## config.mk

```make
export PLATFORM = sky130hd
export DESIGN_NAME = window_average_with_stability_check_core
export DESIGN_NICKNAME = d
export VERILOG_FILES = /design/src/rtl/wasc_pkg.sv /design/src/rtl/wasc_cell.sv /design/src/rtl/wasc_mean.sv /design/src/rtl/window_average_with_stability_check_core.sv
export SDC_FILE = /design/constraint.sdc
export NUM_CORES = 1
export LEC_CHECK = 0
export ABC_AREA = 1
export BUFFER_PORTS_ARGS = -buffer_cell sky130_fd_sc_hd__buf_2
export CORE_MARGIN = 4
export CORE_UTILIZATION = 45
export DETAILED_ROUTE_END_ITERATION = 10
export PLACE_DENSITY = 0.72
export SETUP_SLACK_MARGIN = 0.5
export SLEW_MARGIN = 0
export SYNTH_ARGS = -nofsm -noshare
export SYNTH_HDL_FRONTEND = slang
export SYNTH_SLANG_ARGS = --single-unit
```

## constraint.sdc

```tcl
create_clock -name clk -period 2.2 [get_ports clk]
set_input_delay 0.44 -clock clk [delete_from_list [all_inputs] [get_ports clk]]
set_output_delay 0.44 -clock clk [all_outputs]
set_load 0.1 [all_outputs]
```

## src/rtl/wasc_pkg.sv

```systemverilog
`timescale 1ns / 1ps
// ----------------------------------------------------------------------------
// wasc_pkg: shared types and constants for the window average block
// Sample type, reset values and the sequencer state encoding.
// ----------------------------------------------------------------------------
package wasc_pkg;

    localparam int SAMPLE_W   = 8;
    localparam int WINDOW_DEF = 8;

    typedef logic [SAMPLE_W-1:0] sample_t;

    // Limit register after reset
    localparam sample_t MAX_DEV_RST = sample_t'(16);
    // Neutral elements that enter the head of the partial chain
    localparam sample_t MIN_IDENT   = '1;
    localparam sample_t MAX_IDENT   = '0;

    typedef enum logic [1:0] {
        ST_IDLE,
        ST_SCAN,
        ST_DIV,
        ST_FIN
    } state_t;

endpackage

```

## src/rtl/wasc_cell.sv

```systemverilog
`timescale 1ns / 1ps
// ----------------------------------------------------------------------------
// wasc_cell: one window cell
// Holds one sample of the window (shifted on transfer) and folds it into the
// running sum/min/max that ripples from its left neighbor.
// ----------------------------------------------------------------------------
module wasc_cell
    import wasc_pkg::*;
#(
    parameter int SUM_W = SAMPLE_W + 3
)
(
    input  logic             clk,
    input  logic             rst_n,
    input  logic             shift_en,
    input  sample_t          sample_in,
    output sample_t          sample_out,
    input  logic [SUM_W-1:0] sum_in,
    input  sample_t          min_in,
    input  sample_t          max_in,
    output logic [SUM_W-1:0] sum_out,
    output sample_t          min_out,
    output sample_t          max_out
);

    sample_t          sample_reg;
    logic [SUM_W-1:0] sum_reg;
    logic [SUM_W-1:0] sum_next;
    sample_t          min_reg;
    sample_t          min_next;
    sample_t          max_reg;
    sample_t          max_next;

    // Ring entry; reset value counts in the window like any sample
    always_ff @(posedge clk or negedge rst_n)
    begin
        if (!rst_n)
        begin
            sample_reg <= '0;
        end
        else if (shift_en)
        begin
            sample_reg <= sample_in;
        end
    end

    always_comb
    begin
        sum_next = sum_in + SUM_W'(sample_reg);
        min_next = (sample_reg < min_in) ? sample_reg : min_in;
        max_next = (sample_reg > max_in) ? sample_reg : max_in;
    end

    always_ff @(posedge clk)
    begin
        sum_reg <= sum_next;
        min_reg <= min_next;
        max_reg <= max_next;
    end

    assign sample_out = sample_reg;
    assign sum_out    = sum_reg;
    assign min_out    = min_reg;
    assign max_out    = max_reg;

endmodule

```

## src/rtl/wasc_mean.sv

```systemverilog
`timescale 1ns / 1ps
// ----------------------------------------------------------------------------
// wasc_mean: mean and spread stage
// Divides the window sum by WINDOW through a reciprocal multiply (exact for
// the full sum range) and compares the spread against the limit.
// ----------------------------------------------------------------------------
module wasc_mean
    import wasc_pkg::*;
#(
    parameter int WINDOW = WINDOW_DEF
)
(
    input  logic                                clk,
    input  logic                                load,
    input  logic [SAMPLE_W+$clog2(WINDOW)-1:0]  sum,
    input  sample_t                             win_min,
    input  sample_t                             win_max,
    input  sample_t                             max_dev,
    output logic                                stable,
    output sample_t                             average
);

    localparam int LOG_W  = $clog2(WINDOW);
    localparam int SUM_W  = SAMPLE_W + LOG_W;
    localparam int SH     = SUM_W + LOG_W;
    localparam int MULT   = ((2 ** SH) + WINDOW - 1) / WINDOW;
    localparam int MULT_W = SH + 1;
    localparam int PROD_W = SUM_W + MULT_W;

    logic [PROD_W-1:0] prod_reg;
    logic [PROD_W-1:0] prod_next;
    logic              calm_reg;
    logic              calm_next;
    sample_t           spread;

    always_comb
    begin
        spread    = win_max - win_min;
        calm_next = (spread < max_dev);
        prod_next = PROD_W'(sum) * PROD_W'(MULT_W'(MULT));
    end

    always_ff @(posedge clk)
    begin
        if (load)
        begin
            prod_reg <= prod_next;
            calm_reg <= calm_next;
        end
    end

    assign stable  = calm_reg;
    assign average = calm_reg ? prod_reg[SH +: SAMPLE_W] : '0;

endmodule

```

## src/rtl/window_average_with_stability_check_core.sv

```systemverilog
`timescale 1ns / 1ps
// ----------------------------------------------------------------------------
// window_average_with_stability_check_core: moving average with range check
// Keeps the last WINDOW samples in a chain of cells and reports, for every
// sample, the truncated mean when the window spread is below the limit.
// ----------------------------------------------------------------------------
//
//  Channel | Handshake                 | Payload
//  --------+---------------------------+---------------------------
//  in      | in_valid / in_stall       | sample[7:0]
//  out     | out_valid / out_stall     | stable, average[7:0]
//  cfg     | cfg_we (no wait)          | cfg_wdata[7:0] -> max_deviation
//
//  Each item passes the transfer, the ripple of the sum/min/max partials
//  through the cell chain (SCAN), the reciprocal multiply (DIV) and the
//  load of the output register (FIN), in that order.
//  in_stall is high while an item is in flight; the result waits in the
//  output register, so the next sample can be taken before it is drained.
//  A stalled output holds the finished stage, which then holds the input.
//  Reset zeroes all ring cells directly; no clearing pass is needed.
// ----------------------------------------------------------------------------
module window_average_with_stability_check_core
    import wasc_pkg::*;
#(
    parameter int WINDOW = WINDOW_DEF
)
(
    input  logic    clk,
    input  logic    rst_n,
    // input samples
    input  logic    in_valid,
    output logic    in_stall,
    input  sample_t sample,
    // results
    output logic    out_valid,
    input  logic    out_stall,
    output logic    stable,
    output sample_t average,
    // limit register
    input  logic    cfg_we,
    input  sample_t cfg_wdata
);

    localparam int SUM_W = SAMPLE_W + $clog2(WINDOW);
    localparam int CNT_W = $clog2(WINDOW);

    state_t           state_reg;
    state_t           state_next;
    logic [CNT_W-1:0] scan_cnt_reg;
    logic [CNT_W-1:0] scan_cnt_next;
    sample_t          max_dev_reg;

    logic             out_valid_reg;
    logic             out_valid_next;
    logic             out_stable_reg;
    sample_t          out_average_reg;

    logic             in_xfer;
    logic             load_prod;
    logic             load_out;
    logic             mean_stable;
    sample_t          mean_average;

    // Chain links: index k feeds cell k, index WINDOW is the chain tail
    sample_t          samp_w [0:WINDOW-1];
    logic [SUM_W-1:0] sum_w  [0:WINDOW];
    sample_t          min_w  [0:WINDOW];
    sample_t          max_w  [0:WINDOW];

    assign in_xfer = in_valid && !in_stall;

    // ---------------------------------------------------------------- config
    always_ff @(posedge clk or negedge rst_n)
    begin
        if (!rst_n)
        begin
            max_dev_reg <= MAX_DEV_RST;
        end
        else if (cfg_we)
        begin
            max_dev_reg <= cfg_wdata;
        end
    end

    // ------------------------------------------------------------ cell chain
    // New sample enters cell 0, the oldest falls off the last cell.
    assign samp_w[0] = sample;
    assign sum_w[0]  = '0;
    assign min_w[0]  = MIN_IDENT;
    assign max_w[0]  = MAX_IDENT;

    for (genvar k = 0; k < WINDOW; k++)
    begin : g_cell
        if (k < WINDOW - 1)
        begin : g_mid
            wasc_cell #(
                .SUM_W (SUM_W)
            ) u_cell (
                .clk        (clk),
                .rst_n      (rst_n),
                .shift_en   (in_xfer),
                .sample_in  (samp_w[k]),
                .sample_out (samp_w[k+1]),
                .sum_in     (sum_w[k]),
                .min_in     (min_w[k]),
                .max_in     (max_w[k]),
                .sum_out    (sum_w[k+1]),
                .min_out    (min_w[k+1]),
                .max_out    (max_w[k+1])
            );
        end
        else
        begin : g_tail
            wasc_cell #(
                .SUM_W (SUM_W)
            ) u_cell (
                .clk        (clk),
                .rst_n      (rst_n),
                .shift_en   (in_xfer),
                .sample_in  (samp_w[k]),
                .sample_out (),
                .sum_in     (sum_w[k]),
                .min_in     (min_w[k]),
                .max_in     (max_w[k]),
                .sum_out    (sum_w[k+1]),
                .min_out    (min_w[k+1]),
                .max_out    (max_w[k+1])
            );
        end
    end

    // ------------------------------------------------------- mean and spread
    wasc_mean #(
        .WINDOW (WINDOW)
    ) u_mean (
        .clk     (clk),
        .load    (load_prod),
        .sum     (sum_w[WINDOW]),
        .win_min (min_w[WINDOW]),
        .win_max (max_w[WINDOW]),
        .max_dev (max_dev_reg),
        .stable  (mean_stable),
        .average (mean_average)
    );

    // ------------------------------------------------------------- sequencer
    // SCAN waits until the tail partials cover the new window.
    always_comb
    begin
        state_next    = state_reg;
        scan_cnt_next = scan_cnt_reg;
        unique case (state_reg)
            ST_IDLE:
            begin
                scan_cnt_next = '0;
                if (in_valid)
                begin
                    state_next = ST_SCAN;
                end
            end
            ST_SCAN:
            begin
                scan_cnt_next = scan_cnt_reg + CNT_W'(1);
                if (scan_cnt_reg == CNT_W'(WINDOW - 1))
                begin
                    state_next = ST_DIV;
                end
            end
            ST_DIV:
            begin
                state_next = ST_FIN;
            end
            ST_FIN:
            begin
                if (!out_valid_reg || !out_stall)
                begin
                    state_next = ST_IDLE;
                end
            end
            default:
            begin
                state_next = ST_IDLE;
            end
        endcase
    end

    always_comb
    begin
        in_stall  = 1'b1;
        load_prod = 1'b0;
        load_out  = 1'b0;
        unique case (state_reg)
            ST_IDLE: in_stall  = 1'b0;
            ST_SCAN: in_stall  = 1'b1;
            ST_DIV:  load_prod = 1'b1;
            ST_FIN:  load_out  = !out_valid_reg || !out_stall;
            default: in_stall  = 1'b1;
        endcase
    end

    always_ff @(posedge clk or negedge rst_n)
    begin
        if (!rst_n)
        begin
            state_reg    <= ST_IDLE;
            scan_cnt_reg <= '0;
        end
        else
        begin
            state_reg    <= state_next;
            scan_cnt_reg <= scan_cnt_next;
        end
    end

    // --------------------------------------------------------- output stage
    always_comb
    begin
        out_valid_next = out_valid_reg;
        if (load_out)
        begin
            out_valid_next = 1'b1;
        end
        else if (!out_stall)
        begin
            out_valid_next = 1'b0;
        end
    end

    always_ff @(posedge clk or negedge rst_n)
    begin
        if (!rst_n)
        begin
            out_valid_reg <= 1'b0;
        end
        else
        begin
            out_valid_reg <= out_valid_next;
        end
    end

    always_ff @(posedge clk)
    begin
        if (load_out)
        begin
            out_stable_reg  <= mean_stable;
            out_average_reg <= mean_average;
        end
    end

    assign out_valid = out_valid_reg;
    assign stable    = out_stable_reg;
    assign average   = out_average_reg;

    // ------------------------------------------------------------ assertions
    a_xfer_starts_scan: assert property (@(posedge clk) disable iff (!rst_n)
        in_xfer |=> (state_reg == ST_SCAN) && (scan_cnt_reg == '0))
        else $error("transfer did not start a scan");

    a_tail_settled: assert property (@(posedge clk) disable iff (!rst_n)
        (state_reg == ST_DIV) |-> (min_w[WINDOW] <= max_w[WINDOW]))
        else $error("chain tail not settled when mean is loaded");

    a_no_overwrite: assert property (@(posedge clk) disable iff (!rst_n)
        ((state_reg == ST_FIN) && out_valid_reg && out_stall) |=>
            (state_reg == ST_FIN))
        else $error("pending result overwritten");

    a_unstable_zero: assert property (@(posedge clk) disable iff (!rst_n)
        (out_valid_reg && !out_stable_reg) |-> (out_average_reg == '0))
        else $error("unstable result with nonzero average");

endmodule
```

# == Yosys cells after proc, flatten, opt, wreduce, memory -nomap -nowiden ==
# Cells that the tools add are included.
# totals
ff_bits,312
inputBits,21
output_inout_bits,11
word_cells,105
# op_classes
n_addsub,9
n_lt_le_gt_ge,17
eq_ne,8
muxes,24
n_reduce_logical,7
# op_table
op,n
8-bit two-way mux,14
11-bit by 8-bit adder with 11-bit output,6
8-bit less-than comparator,8
8-bit greater-than comparator,7
8-bit by 8-bit adder with 9-bit output,1
8-bit by 1-bit greater-than comparator with 1-bit output (second input constant),1
8-bit less-than comparator (second input constant),1
2-bit one-hot mux with 4 select lines,1
8-bit subtractor,1
2-bit two-way mux,3
2-bit inequality test (second input constant),3
3-bit one-hot mux with 2 select lines,1
1-bit two-way mux,5
2-bit == test (second input constant),2
3-bit by 1-bit adder with 3-bit output (second input constant),1
3-bit == test (second input constant),1
3-bit AND reduction,1
2-bit by 1-bit == test with 1-bit output (second input constant),1
1-bit logical NOT,2
2-bit logical NOT,1
2-bit by 1-bit inequality test with 1-bit output (second input constant),1
2-bit nonzero test,1
1-bit logical AND,1
1-bit logical OR,1

# == Logic depth before layout (Yosys ltp) ==
# logic_depth
word_depth,4
mapped_depth,13
ltp_nobuf,13

# == Hierarchy ==
# A second synthesis with hierarchy kept.
# unflattened
hier_cells,2172
hier_area_um2,17504.3
# by_module_without_submodules
mod,instances,cells_each,area_per_inst_um2,seq_area_each_um2
wasc_cell,8,248,1958.1,740.7
window_average_with_stability_check_core,1,71,980.9,621.8
wasc_mean,1,117,858.3,270.3

# == Worst setup path after synthesis ==
# Ideal clock, no wire load.
# synth_path
path_kind,reg-to-reg
start,reg g_cell[7].g_tail.u_cell.max_reg[0]
end,"reg u_mean.calm_reg, in the netlist u_mean.stable (data pin)"
setup_time_ns,0.261
arrival_time_ns,1.782
t_required_ns,1.939
setup_slack_ns,0.158
path_stages_with_launch,14
path_buffers,0
cell_sequence,dfxtp_1 inv_1 ha_1 inv_1 fa_1 nand3_1 nand2_1 nand3_1 nand2_1 xor2_1 ha_1 nand2_1 o21ai_0 a21oi_1
# synth_via
elab_chain_cells,2
# synth_rtl
element,line,rtl
"start, declared",wasc_cell.sv:31,sample_t max_reg;
"start signal, assigned",wasc_cell.sv:58,max_reg <= max_next;
8-bit subtractor,wasc_mean.sv:38,spread = win_max - win_min;
8-bit less-than comparator,wasc_mean.sv:39,calm_next = (spread < max_dev);
net u_mean.calm_next,wasc_mean.sv:33,logic calm_next;
"end signal, assigned",wasc_mean.sv:48,calm_reg <= calm_next;
"end, declared",wasc_mean.sv:32,logic calm_reg;
# The timed path passes the listed nets, and every way through them passes these cells.
# A chain may end at the register's enable or synchronous reset.

# == Final worst setup path ==
# Same ends and word-level chain as after synthesis.

==> flow_summary.json <==
{
  "path_clk_slew_ns": 0.06,
  "drc_errors": 0,
  "syn2layout_area_growth_pct": 19.5,
  "max_freq_mhz": 487,
  "reg2regPathDepth": 13,
  "worst_pin_slew_ns": 0.541,
  "wl_per_cell_um": 14.0,
  "endpoint_kind": "flop",
  "coreArea_mm2": 0.0345,
  "grt_pass1_vias": 12400,
  "yosysWarnings": 0,
  "setup_viol": 0,
  "crit_chain": "inv_1, ha_2, inv_2, fa_2, nand3_2, nand2_2, nand3_2, nand2_2, xor2_1, ha_1, nand2_1, o21ai_1, a21oi_1",
  "seqCellArea_mm2": 0.00670,
  "whs_ns": 0.128,
  "worstReg2RegStart": "g_cell[7].g_tail.u_cell.max_out[0]$_DFF_P_",
  "port_buffers": 31,
  "hold_class": "in2reg",
  "worstPathRequired_ns": 2.46,
  "antenna_cells": 0,
  "grt_max_degree": 58,
  "synth_nets": 2148,
  "place_congestion": 0.887,
  "clockBufferDepth": 3,
  "hold_end": "max_dev_reg[7]$_DFFE_PN0P_",
  "ant_nets": 0,
  "largest_reg_flops": 71,
  "dpl.hpwl_um": 24500,
  "worst-setup-path-type": "reg2reg",
  "syn_inst": 1940,
  "crit_slowest_cell": "fa_2",
  "rows": 68,
  "syn_avg_cell_area_um2": 8.08,
  "nets": 2250,
  "fin_tns_setup_ns": 0,
  "reg2reg_to": "u_mean.stable$_DFFE_PP_",
  "drv_slew": 0,
  "routed_via_density": 5.00,
  "worst_path_largest_cell_delay_ns": 0.35,
  "chipHeight_um": 195,
  "min_period_ns": 2.05,
  "seq_area_frac_synth": 0.423,
  "outcome": "completed",
  "finClkSkew_ns": 0.0149,
  "routed_wl_um": 35200,
  "maxCapViolCount": 0,
  "synth-seq-cells": 303,
  "vias": 12600,
  "synthArstFlopShare": 0.257,
  "crit_start": "g_cell[7].g_tail.u_cell.max_out[0]$_DFF_P_",
  "netlist_area_mm2": 0.0157,
  "antenna_found_initial": 0,
  "whs_path_depth": 3,
  "clock_sinks": 303,
  "ys_types": 41,
  "start_util": 0.455,
  "top_level_ports": 32,
  "dieWidth_um": 195,
  "cts_tree": "built",
  "crit_fanout": 2,
  "numCtsBuffers": 34,
  "drt_iter0_drc": 684,
  "synth_area_leaders": "dfxtp_1, ha_1, nand2_1",
  "ys.flop_type": "dfxtp_1",
  "synth_area_leader_cell": "dfxtp_1",
  "rsz0062_at_grt": "yes",
  "die_area_mm2": 0.0379,
  "yosysTopAreaCellShare": 0.264,
  "fin_area_mm2": 0.0187,
  "ctsRootBufferMaster": "clkbuf_16",
  "max-slew-margin-rel": 0.639,
  "grt_usage": 0.175,
  "drive_gt1_frac": 0.182,
  "finalCritPeriodShare": 0.933,
  "synth_edf_count": 18,
  "place_area_mm2": 0.0164,
  "worst_setup_path_start_kind": "flop",
  "cp.arrival_ns": 2.32,
  "grt-ovfl-total": 0,
  "fillers": 3012,
  "multi_input_area_mm2": 0.00859,
  "drt_first_pass_iters": 5,
  "cts_max_level": 2,
  "grt_pass1_wl_um": 56200,
  "r2r_setup_slack_ns": 0.15,
  "insertion_delay_ns": 0.52,
  "holdCritStartpoint": "cfg_wdata[7]",
  "hold_viol": 0
}
routing by layer:
layer	vias up	wire [µm]	global-route usage
met5	-	0	0
met4	0	1640	0.0857
met3	130	1120	0.0255
met2	284	18800	0.335
met1	5790	13600	0.185
li1	6411	-	-
area by class of cell:
class	instances	area share
clock buffers	53	0.0546
clock inverters	8	0.00381
inverters	277	0.0557
multi-input cells	1333	0.459
flip-flops and latches	303	0.358
well taps	455	0.0304
repair buffers	93	0.0389
cells in the final DEF, fill, tap and decap left out, types with 14 or more instances in the layout:
cell / count
buf_4: 62
inv_1: 263
dfrtp_2: 52
ha_1: 144
buf_2: 19
ha_4: 28
xor2_1: 27
nor2_1: 82
a21oi_1: 91
nor2_2: 14
nand2_1: 558
nand2_4: 29
nand4_1: 14
o21ai_0: 44
nand2_2: 28
dfrtp_1: 25
nand3_1: 152
dfxtp_1: 207
clkbuf_16: 35
edfxtp_1: 18
xnor2_1: 17
cell usage after synthesis (17+ instances only):
cell      number
xnor2_1       17
ha_1         180
xor2_1        27
dfxtp_1      207
clkbuf_1      24
inv_1        270
nand2_1      578
nand3_1      157
nand2_2       18
o21ai_0       47
a21oi_1      101
dfrtp_1       77
nor2_1        95
edfxtp_1      18
metrics by stage:
| step | utilization | instances | setup WS, ns |
|---|---|---|---|
| detailed placement | 0.476 | 2404 | 0.0843 |
| CTS | 0.515 | 2474 | 0.134 |
| global placement | 0.476 | 2404 | 0.104 |
| floorplan | - | 1940 | 0.236 |
| finish | 0.544 | 2522 | 0.147 |
| global route | 0.544 | 2522 | 0.0479 |
worst max-delay path by stage:
stage                                   end  slack [ns]  cells after the start
floorplan           u_mean.stable$_DFFE_PP_        0.24                     13
global placement    u_mean.stable$_DFFE_PP_        0.10                     13
detailed placement  u_mean.stable$_DFFE_PP_        0.08                     13
CTS                 u_mean.stable$_DFFE_PP_        0.13                     13
global route        u_mean.stable$_DFFE_PP_        0.05                     13
finish              u_mean.stable$_DFFE_PP_        0.15                     13
repair_timing:
action,in CTS,in global routing
setup endpoints to repair,116,164
hold endpoints to repair,27,0
buffers inserted,8,40
hold buffers,1,0
cloned,0,8
resized for setup,66,137
pin swaps,8,25
kinds of logic (layout without fill, tap and decap cells):
family                     Yosys count  count (layout)  synth area share
buffers and inverters              312             431            0.0761
and+or+nand+nor                    897             905             0.249
DFF                                303             303             0.423
AOI/OAI and AO/OA                  184             184            0.0649
adders and majority gates          187             187             0.153
muxes                               13              13           0.00934
xor gates and xnor gates            44              44            0.0246
critical path, delay by kind of cell (launching register included):
| kind | cells | cell delay (ns) |
|---|---|---|
| adder cells (fa/ha/maj) | 3 | 0.78 |
| AND/OR/NAND/NOR | 5 | 0.30 |
| flip-flops | 1 | 0.29 |
| AO/OA/AOI/OAI | 2 | 0.19 |
| XOR/XNOR | 1 | 0.14 |
| buffers and inverters | 2 | 0.09 |
Power is not shown: default switching activity piles up to over one toggle a cycle in this logic, so the estimate is an artifact.
